--- src/rtl/bil_pkg.sv ---
// Shared types, codes and sizing helpers for the byte insert/remove list.
// No dependencies; imported by every module of the block.
`timescale 1ns / 1ps

package bil_pkg;

  // Default list depth and fixed field widths
  localparam int BIL_DEPTH   = 64;
  localparam int MODE_W      = 3;
  localparam int POS_W       = 7;
  localparam int DATA_W      = 8;
  localparam int REQ_W       = 16;
  localparam int STAT_W      = 2;
  localparam int CNT_OUT_W   = 7;

  // Read tree fan-in per registered level
  localparam int RD_FANIN    = 8;
  localparam int RD_FANIN_LG = 3;

  typedef enum logic [MODE_W-1:0] {
    MD_INS_AT   = 3'd0,
    MD_APPEND   = 3'd1,
    MD_REM_AT   = 3'd2,
    MD_REM_LAST = 3'd3,
    MD_RD_AT    = 3'd4,
    MD_RD_LAST  = 3'd5,
    MD_CLEAR    = 3'd6,
    MD_SET_SIZE = 3'd7
  } mode_t;

  typedef enum logic [STAT_W-1:0] {
    ST_OK    = 2'd0,
    ST_RANGE = 2'd1,
    ST_FULL  = 2'd2,
    ST_EMPTY = 2'd3
  } status_t;

  // Operation broadcast to every cell; all zero when no request is taken
  typedef struct packed {
    logic ins;
    logic rem;
    logic clr;
    logic rd;
  } bil_cmd_t;

  // Nodes left after lvl levels of the read tree
  function automatic int bil_tree_nodes(int depth, int lvl);
    int n;
    n = depth;
    for (int i = 0; i < lvl; i++) begin
      n = (n + RD_FANIN - 1) >> RD_FANIN_LG;
    end
    return n;
  endfunction

  // Registered levels needed to bring depth leaves down to one
  function automatic int bil_tree_levels(int depth);
    int n;
    int lv;
    n  = depth;
    lv = 0;
    while (n > 1) begin
      n  = (n + RD_FANIN - 1) >> RD_FANIN_LG;
      lv = lv + 1;
    end
    return lv;
  endfunction

endpackage

--- src/rtl/bil_cell.sv ---
// One list entry: holds a byte and shifts with its neighbors on insert/remove.
// Depends on bil_pkg.
`timescale 1ns / 1ps

module bil_cell #(
  parameter int DEPTH = bil_pkg::BIL_DEPTH,
  parameter int IDX   = 0
) (
  input  logic                            clk,
  input  logic                            rst,
  input  bil_pkg::bil_cmd_t               cmd,
  input  logic [$clog2(DEPTH+1)-1:0]      at,
  input  logic [$clog2(DEPTH+1)-1:0]      count,
  input  logic [$clog2(DEPTH+1)-1:0]      last,
  input  logic [bil_pkg::DATA_W-1:0]      din,
  input  logic [bil_pkg::DATA_W-1:0]      left,
  input  logic [bil_pkg::DATA_W-1:0]      right,
  output logic [bil_pkg::DATA_W-1:0]      value,
  output logic [bil_pkg::DATA_W-1:0]      leaf
);
  import bil_pkg::*;

  localparam int CW = $clog2(DEPTH + 1);
  localparam logic [CW-1:0] MyIdx = CW'(IDX);

  logic [DATA_W-1:0] value_next;

  // Pick the next byte from the broadcast operation
  always_comb begin
    value_next = value;
    if (cmd.ins) begin
      if (MyIdx == at) begin
        value_next = din;
      end else if (MyIdx > at && MyIdx <= count) begin
        value_next = left;
      end
    end else if (cmd.rem) begin
      if (MyIdx >= at && MyIdx < last) begin
        value_next = right;
      end else if (MyIdx == last) begin
        value_next = '0;
      end
    end else if (cmd.clr) begin
      if (MyIdx < count) begin
        value_next = '0;
      end
    end
  end

  always_ff @(posedge clk) begin
    if (rst) begin
      value <= '0;
    end else begin
      value <= value_next;
    end
  end

  // Offer the byte to the read tree only when addressed
  assign leaf = (cmd.rd && MyIdx == at) ? value : '0;

endmodule

--- src/rtl/bil_rdtree.sv ---
// Registered OR tree that collects the one addressed cell byte.
// Depends on bil_pkg (fan-in and level helpers).
`timescale 1ns / 1ps

module bil_rdtree #(
  parameter int DEPTH = bil_pkg::BIL_DEPTH
) (
  input  logic                              clk,
  input  logic [DEPTH*bil_pkg::DATA_W-1:0]  leaves,
  output logic [bil_pkg::DATA_W-1:0]        result
);
  import bil_pkg::*;

  localparam int Levels = bil_tree_levels(DEPTH);

  logic [DEPTH-1:0][DATA_W-1:0] node [1:Levels];

  for (genvar l = 1; l <= Levels; l++) begin : g_lvl
    localparam int N  = bil_tree_nodes(DEPTH, l);
    localparam int NP = bil_tree_nodes(DEPTH, l - 1);
    logic [DEPTH-1:0][DATA_W-1:0] src;
    logic [DEPTH-1:0][DATA_W-1:0] orv;

    // Take the cell bytes at the first level, the level below elsewhere
    if (l == 1) begin : g_leaf
      assign src = leaves;
    end else begin : g_inner
      assign src = node[l-1];
    end

    // Merge up to eight children of the level below into each of the N nodes
    always_comb begin
      orv = '0;
      for (int c = 0; c < NP; c++) begin
        orv[c >> RD_FANIN_LG] = orv[c >> RD_FANIN_LG] | src[c];
      end
    end

    always_ff @(posedge clk) begin
      node[l] <= orv;
    end
  end

  assign result = node[Levels][0];

endmodule

--- src/rtl/byte_insert_remove_list.sv ---
// Top level of the byte insert/remove list: request decode, count, cell row,
// read tree and result buffering. Depends on bil_pkg, bil_cell, bil_rdtree.
//
//   channel   direction  handshake             payload
//   request   in         in_valid / in_ready   mode, position, byte_in, requested_count
//   result    out        out_valid / out_ready byte_out, status, count_now
//
// Every cell shifts in the cycle a request is taken, so the list itself
// changes as the request is taken; the read byte comes back through the registered
// read tree of L = ceil(log8(DEPTH)) levels (2 for DEPTH 64).
// A new request is not taken until the previous one has left the read tree.
// Reset (rst, synchronous) zeroes every entry and empties the list.
// A result not taken parks in a one-deep buffer; in_ready drops while it is full.
`timescale 1ns / 1ps

module byte_insert_remove_list #(
  parameter int DEPTH = bil_pkg::BIL_DEPTH
) (
  input  logic                            clk,
  input  logic                            rst,
  input  logic                            in_valid,
  output logic                            in_ready,
  input  logic [bil_pkg::MODE_W-1:0]      mode,
  input  logic [bil_pkg::POS_W-1:0]       position,
  input  logic [bil_pkg::DATA_W-1:0]      byte_in,
  input  logic [bil_pkg::REQ_W-1:0]       requested_count,
  output logic                            out_valid,
  input  logic                            out_ready,
  output logic [bil_pkg::DATA_W-1:0]      byte_out,
  output logic [bil_pkg::STAT_W-1:0]      status,
  output logic [bil_pkg::CNT_OUT_W-1:0]   count_now
);
  import bil_pkg::*;

  localparam int CW     = $clog2(DEPTH + 1);
  localparam int EW     = (CW > POS_W) ? CW : POS_W;
  localparam int RW     = (CW > REQ_W) ? CW : REQ_W;
  localparam int Levels = bil_tree_levels(DEPTH);
  localparam logic [CW-1:0] Full = CW'(DEPTH);

  logic [CW-1:0]        count, count_next, last, at;
  logic [EW-1:0]        pos_x, cnt_x, cnt_new_x;
  logic [RW-1:0]        req_x;
  mode_t                op;
  status_t              st_next;
  bil_cmd_t             cmd;
  logic                 accept;
  logic [Levels-1:0]    rd_pipe;
  logic                 done;
  logic [STAT_W-1:0]    res_stat;
  logic [CNT_OUT_W-1:0] res_cnt;
  logic [DATA_W-1:0]    rd_byte;
  logic                 pend_valid;
  logic [DATA_W-1:0]    pend_byte;
  logic [STAT_W-1:0]    pend_stat;
  logic [CNT_OUT_W-1:0] pend_cnt;

  logic [DATA_W-1:0]       cell_val [DEPTH];
  logic [DEPTH*DATA_W-1:0] leaves;

  assign in_ready = ~(|rd_pipe) & ~pend_valid;
  assign accept   = in_valid & in_ready;
  assign done     = rd_pipe[Levels-1];

  // Decode the request against the current count
  always_comb begin
    op         = mode_t'(mode);
    pos_x      = EW'(position);
    cnt_x      = EW'(count);
    req_x      = RW'(requested_count);
    last       = count - CW'(1);
    at         = CW'(pos_x);
    count_next = count;
    st_next    = ST_OK;
    cmd        = '0;
    case (op)
      MD_INS_AT: begin
        if (pos_x > cnt_x) begin
          st_next = ST_RANGE;
        end else if (count == Full) begin
          st_next = ST_FULL;
        end else begin
          cmd.ins    = 1'b1;
          count_next = count + CW'(1);
        end
      end
      MD_APPEND: begin
        at = count;
        if (count == Full) begin
          st_next = ST_FULL;
        end else begin
          cmd.ins    = 1'b1;
          count_next = count + CW'(1);
        end
      end
      MD_REM_AT: begin
        if (pos_x >= cnt_x) begin
          st_next = ST_RANGE;
        end else begin
          cmd.rem    = 1'b1;
          count_next = last;
        end
      end
      MD_REM_LAST: begin
        at = last;
        if (count == '0) begin
          st_next = ST_EMPTY;
        end else begin
          cmd.rem    = 1'b1;
          count_next = last;
        end
      end
      MD_RD_AT: begin
        if (pos_x >= cnt_x) begin
          st_next = ST_RANGE;
        end else begin
          cmd.rd = 1'b1;
        end
      end
      MD_RD_LAST: begin
        at = last;
        if (count == '0) begin
          st_next = ST_EMPTY;
        end else begin
          cmd.rd = 1'b1;
        end
      end
      MD_CLEAR: begin
        cmd.clr    = 1'b1;
        count_next = '0;
      end
      MD_SET_SIZE: begin
        count_next = (req_x > RW'(DEPTH)) ? Full : CW'(req_x);
      end
      default: begin
        count_next = count;
      end
    endcase
    if (!accept) begin
      cmd = '0;
    end
    cnt_new_x = EW'(count_next);
  end

  // Row of cells, each wired to its two neighbors
  for (genvar i = 0; i < DEPTH; i++) begin : g_cell
    logic [DATA_W-1:0] left_v, right_v;
    if (i == 0) begin : g_first
      assign left_v = '0;
    end else begin : g_mid_l
      assign left_v = cell_val[i-1];
    end
    if (i == DEPTH - 1) begin : g_lastc
      assign right_v = '0;
    end else begin : g_mid_r
      assign right_v = cell_val[i+1];
    end
    bil_cell #(
      .DEPTH (DEPTH),
      .IDX   (i)
    ) u_cell (
      .clk   (clk),
      .rst   (rst),
      .cmd   (cmd),
      .at    (at),
      .count (count),
      .last  (last),
      .din   (byte_in),
      .left  (left_v),
      .right (right_v),
      .value (cell_val[i]),
      .leaf  (leaves[i*DATA_W +: DATA_W])
    );
  end

  bil_rdtree #(
    .DEPTH (DEPTH)
  ) u_rdtree (
    .clk    (clk),
    .leaves (leaves),
    .result (rd_byte)
  );

  // Count, in-flight tracking and the fields known at acceptance
  always_ff @(posedge clk) begin
    if (rst) begin
      count   <= '0;
      rd_pipe <= '0;
    end else begin
      rd_pipe[0] <= accept;
      for (int k = 1; k < Levels; k++) begin
        rd_pipe[k] <= rd_pipe[k-1];
      end
      if (accept) begin
        count <= count_next;
      end
    end
  end

  always_ff @(posedge clk) begin
    if (accept) begin
      res_stat <= st_next;
      res_cnt  <= cnt_new_x[CNT_OUT_W-1:0];
    end
  end

  // Output register with a one-deep park buffer behind it
  always_ff @(posedge clk) begin
    if (rst) begin
      out_valid  <= 1'b0;
      pend_valid <= 1'b0;
    end else begin
      if (done) begin
        if (out_valid && !out_ready) begin
          pend_valid <= 1'b1;
        end else begin
          out_valid <= 1'b1;
        end
      end else if (out_valid && out_ready) begin
        out_valid  <= pend_valid;
        pend_valid <= 1'b0;
      end
    end
  end

  always_ff @(posedge clk) begin
    if (done) begin
      if (out_valid && !out_ready) begin
        pend_byte <= rd_byte;
        pend_stat <= res_stat;
        pend_cnt  <= res_cnt;
      end else begin
        byte_out  <= rd_byte;
        status    <= res_stat;
        count_now <= res_cnt;
      end
    end else if (out_valid && out_ready && pend_valid) begin
      byte_out  <= pend_byte;
      status    <= pend_stat;
      count_now <= pend_cnt;
    end
  end

endmodule

--- config.mk ---
export PLATFORM = sky130hd
export DESIGN_NAME = byte_insert_remove_list
export DESIGN_NICKNAME = d
export VERILOG_FILES = /design/src/rtl/bil_pkg.sv /design/src/rtl/bil_cell.sv /design/src/rtl/bil_rdtree.sv /design/src/rtl/byte_insert_remove_list.sv
export SDC_FILE = /design/constraint.sdc
export NUM_CORES = 2
export LEC_CHECK = 0
export ABC_AREA = 1
export BUFFER_PORTS_ARGS = -buffer_cell sky130_fd_sc_hd__buf_2
export CORE_ASPECT_RATIO = 1.2
export CORE_UTILIZATION = 65
export DETAILED_ROUTE_END_ITERATION = 8
export GPL_TIMING_DRIVEN = 0
export PLACE_DENSITY = 0.79
export SYNTH_ARGS = -nofsm -noshare
export SYNTH_HDL_FRONTEND = slang
export SYNTH_SLANG_ARGS = --single-unit
--- constraint.sdc ---
create_clock -name clk -period 8.5 [get_ports clk]
set_input_delay 2.55 -clock clk [delete_from_list [all_inputs] [get_ports clk]]
set_output_delay 2.55 -clock clk [all_outputs]
set_load 0.005 [all_outputs]
==> flow_summary.yaml, run 1 <==
clock_network:
  clockBufferDepth: 3
  cts.repair.resized: 0
  cts_made_buffers: 68
  cts_root_buf: "clkbuf_16"
  post_cts_hold_buffer_count: 0
  cts_max_level: 3
  cts_setup_buffers: 0
  number_of_sinks_handled_by_clock_tree_synthesis: 638
logic_synthesis:
  share_of_the_synthesized_area_in_compound_gates_ao_oa_aoi_oai: 0.145
  cell_variety_after_synth: 47
  synth_seq_cells: 638
  synth_xor_area_frac: 0.000377
  synth-seq-area-share: 0.306
  synth-warning-count: 0
  synth_adder_area_share: 0.00377
  synthesis.area_per_instance_sq_um: 5.77
  synth.net_count: 7542
  synth_top_family_by_area: "simple AND/OR/NAND/NOR gates"
  synthCells: 7491
  ys.flop_type: "dfxtp_1"
  yosys-mux-area-fraction: 0
  synth-edff-count: 43
  async_flop_share: 0
  mappedNetlistArea_sq_um: 43200
  synth_simple_gate_area_share: 0.450
outcome:
  status: "aborted with a tool error"
  stop_error: "[ERROR GRT-0116] Global routing finished with congestion. Check the congestion regions in the DRC Viewer."
  failed_stage: "global routing (5_1_grt)"
global_route:
  vias_in_the_first_global_route: 57500
  grt_max_degree: 18
  grtUsageTotal: 0.837
  grt_first_pass_wirelength_microns: 423000
  overflow: 552
floorplan:
  vertical_die_dimension_microns: 284
  floorplan_row_count: 103
  die-width_microns: 237
  ioPinCount: 57
  floorplan.initialDensity: 0.657
placement:
  io_buffer_count: 55
  dpl_cell_area_sq_um: 44600
  gp_routability_congestion: 1.47
  hpwlAfterDp_microns: 190000
[metrics by stage]
step	instances	hold slack [ns]	setup WS (ns)
floorplan	7491	0.388	3.61
global placement	8386	0.412	0.770
detailed placement	8387	0.414	0.673
CTS	8508	0.426	1.32
[layer usage]
metal / GRT overflow / GRT usage
met4: 205 / 0.792
met5: 1 / 0.441
met1: 22 / 0.852
met2: 298 / 0.966
met3: 26 / 0.723
[kinds of logic after synthesis]
family,after synthesis
compound gates,1086
xor+xnor,1
flops,638
fa+ha+maj,13
buf+inv,1041
simple gates,4712
[Yosys cell counts, drive strengths merged (73+ instances only)]
library cell,count,area [sq um]
buf,166,841
o22ai,407,2550
o211ai,73,548
nand3,320,1850
nand4,171,1080
clkbuf,134,503
nor2,1497,6030
nand2,2670,10100
o21ai,482,2430
a21oi,103,564
inv,736,2760
dfxtp,595,11900
==> run 2, diff against run 1 <==
Settings changed: CORE_ASPECT_RATIO 1.2 to not set, CORE_UTILIZATION 65 to 40, PLACE_DENSITY 0.79 to not set, PLACE_DENSITY_LB_ADDON set to 0.15.
==> run 2 against run 1 <==
The flow now finishes, with violations (max-capacitance violations, max-slew violations). Synthesized cell count unchanged. Area after synthesis unchanged.
==> flow_summary.yaml, run 2 <==
outcome:
  violations: "max-capacitance violations, max-slew violations"
  status: "finished, violations left"
logic_synthesis:
  cell_variety_after_synth: 47
  synthCells: 7491
  synth_top_area_share: 0.276
  async_flop_share: 0
  synth-seq-area-share: 0.306
  synth-edff-count: 43
  synthesis.area_per_instance_sq_um: 5.77
  synthDominantAreaCellType: "dfxtp_1"
  synth.most_common_cell: "nand2_1"
  synth-warning-count: 0
  synth_simple_gate_area_share: 0.450
  synth.net_count: 7542
  synth_xor_area_frac: 0.000377
  yosys-top-cells-area: "dfxtp_1 28%, nand2_1 23%, nor2_1 12%, inv_1 6.2%, o22ai_1 5.9%"
  yosys-mux-area-fraction: 0
  share_of_the_synthesized_area_in_compound_gates_ao_oa_aoi_oai: 0.145
  synth_adder_area_share: 0.00377
  synth_top_family_by_area: "simple AND/OR/NAND/NOR gates"
  mappedNetlistArea_sq_um: 43200
  synth_top_cells_by_count: "2639 x nand2_1, 1409 x nor2_1, 710 x inv_1, 595 x dfxtp_1, 459 x o21ai_0"
  ys.flop_type: "dfxtp_1"
  synth_seq_cells: 638
worst_setup_path:
  path_max_fanout: 10
  cp_cell_sequence: "buf_2, ha_1, a21oi_1, nor2_1, nor2_1, nand2_1, nand3_1, nand4_1, buf_4, inv_2, clkbuf_1, nand2_1, clkbuf_2, buf_12, nand2_1, o21ai_0, nand2_1, nor2_1, nor2_1"
  worst_setup_path_end_kind: "flop"
  worst_ep_arrival_time_ns: 8.10
  timing.critical_path.required_ns: 9.13
  critical-path-max-stage-delay_ns: 1.11
  critPathKind: "input port to flop"
  critPathSlowestCell: "clkbuf_1"
  start_kind: "input port"
placement:
  place.detailed.instances: 8963
  dpl_cell_area_sq_um: 45500
  hpwlAfterDp_microns: 229000
  gp_routability_congestion: 1.18
  io_buffer_count: 55
detailed_routing:
  detail_route.wirelength_microns: 297000
  via_density_per_instance: 6.19
  vias: 56600
  first_pass_iters: 9
  ant_nets: 0
  first_iter_violations: 9588
  route.detailed.wl_per_inst_microns: 32.4
  drc_errors: 0
clock_network:
  post_cts_hold_buffer_count: 0
  cts_made_buffers: 78
  clk_pin_slew_ns: 0.06
  cts_max_level: 3
  cts_setup_buffers: 0
  clk_latency_ns: 0.71
  cts.repair.resized: 0
  clockBufferDepth: 3
  cts_root_buf: "clkbuf_16"
  number_of_sinks_handled_by_clock_tree_synthesis: 638
  cts_tree: "done"
power_and_ir_drop:
  portion_of_total_power_attributed_to_combinational_logic: 0.281
  cellPowerDensity_nw_per_um2: 210
  intPower_mw: 6.01
  p_sw_mw: 4.14
  clkPwrFrac: 0.368
  ir_drop_mv: 0.162
  p_seq_frac: 0.351
  sw_frac_of_total: 0.408
  pleak_nw: 24.7
timing:
  rel_slew_slack: -0.145
  tightestPinTransition_ns: 1.72
  finalHoldViolations: 0
  rsz_0062_raised_after_global_routing: "false"
  maxSlewViolCount: 193
  finalSetupViolCount: 0
  clock-skew-final_ns: 0.0455
  fmax_mhz: 134
  finalCritPeriodShare: 0.878
  post-route-min-period_ns: 7.47
job:
  max-cap-violations: 21
cells_and_area:
  final_cell_area_sq_um: 48400
  largest_register_ff_count: 512
  finalNetCount: 7691
  mostFrequentLayoutCells: "2639 x nand2_1, 1408 x nor2_1, 710 x inv_1, 595 x dfxtp_1, 459 x o21ai_0"
  reg_top3: "g_cell.u_cell.value (512), u_rdtree.node (72)"
  final_common_cell: "nand2_1"
  instances_no_fill: 9145
  area.growth.synth_to_final_pct: 12.0
  post_route_cells_drive_above_1_share: 0.0751
  max_flop_register: "g_cell.u_cell.value"
floorplan:
  dieArea_sq_um: 109000
  floorplan.core_area_sq_um: 107000
  die-width_microns: 331
  floorplan.initialDensity: 0.403
  vertical_die_dimension_microns: 331
  ioPinCount: 57
  floorplan_row_count: 120
min_path:
  hp-class: "flop to flop"
global_route:
  antenna_found_initial: 29
  grt_first_pass_wirelength_microns: 394000
  vias_in_the_first_global_route: 49500
  grt_max_degree: 18
  grtUsageTotal: 0.524
  overflow: 0
## run 2: path summary, 6_finish.rpt
path                                           from                    endpoint  slack, ns  cells past startpoint
worst max-delay path                    position[4]  g_cell[23].u_cell.value[6]       1.03                     19
worst max register to register             cnt_x[1]  g_cell[33].u_cell.value[3]       2.09                     17
worst min-delay path            u_rdtree.node[2][6]                pend_byte[6]       0.41                      0
worst min register to register  u_rdtree.node[2][6]                pend_byte[6]       0.41                      0
## run 2: cells by family after synthesis
group	count (synthesis)
AOI/OAI and AO/OA	1086
xor gates and xnor gates	1
adders and majority gates	13
buffers and inverters	1041
DFF	638
and+or+nand+nor	4712
## run 2: metal layers
metal | routed length, microns | global-route usage
met1 | 109000 | 0.632
met4 | 29400 | 0.435
met2 | 112000 | 0.702
met3 | 45900 | 0.242
met5 | 102 | 0
## run 2: power by group through the flow
| stage | Combinational, mW | Clock [mW] | Sequential [mW] |
|---|---|---|---|
| 6_report | 2.85 | 3.74 | 3.57 |
| 5_1_grt | 2.92 | 3.82 | 3.57 |
| 4_1_cts | 2.65 | 3.71 | 3.54 |
| 3_5_place_dp | 2.64 | 0 | 3.60 |
| 3_3_place_gp | 2.62 | 0 | 3.60 |
| 2_1_floorplan | 1.55 | 0 | 3.47 |
## run 2: critical path: cells and delay by family
kind,cells,cell delay (ns)
buf+inv,6,2.58
simple gates,10,2.14
compound gates,2,0.45
fa+ha+maj,1,0.30
## run 2: layout make-up
class	count	area (sq um)
clock buffer	118	2370
fill	11900	58700
sequential	638	13200
multi-input combinational	5812	25900
timing repair buffer	69	459
tap	1403	1760
buffer	300	1400
inverter	741	2780
antenna	37	92.6
clock inverter	27	423
## run 2: metrics by stage
stage / hold WS (ns) / setup TNS, ns / utilization / setup WS, ns / power (mW)
after floorplan: 0.388 / 0 / - / 3.61 / 5.02
after CTS: 0.414 / 0 / 0.451 / 1.53 / 9.90
after global routing: 0.426 / 0 / 0.451 / 1.29 / 10.3
final: 0.413 / 0 / 0.452 / 1.03 / 10.2
after global placement: 0.415 / -1.30 / 0.422 / -0.221 / 6.22
after detailed placement: 0.414 / 0 / 0.425 / 0.827 / 6.24
(Power assumes the default switching activity.)
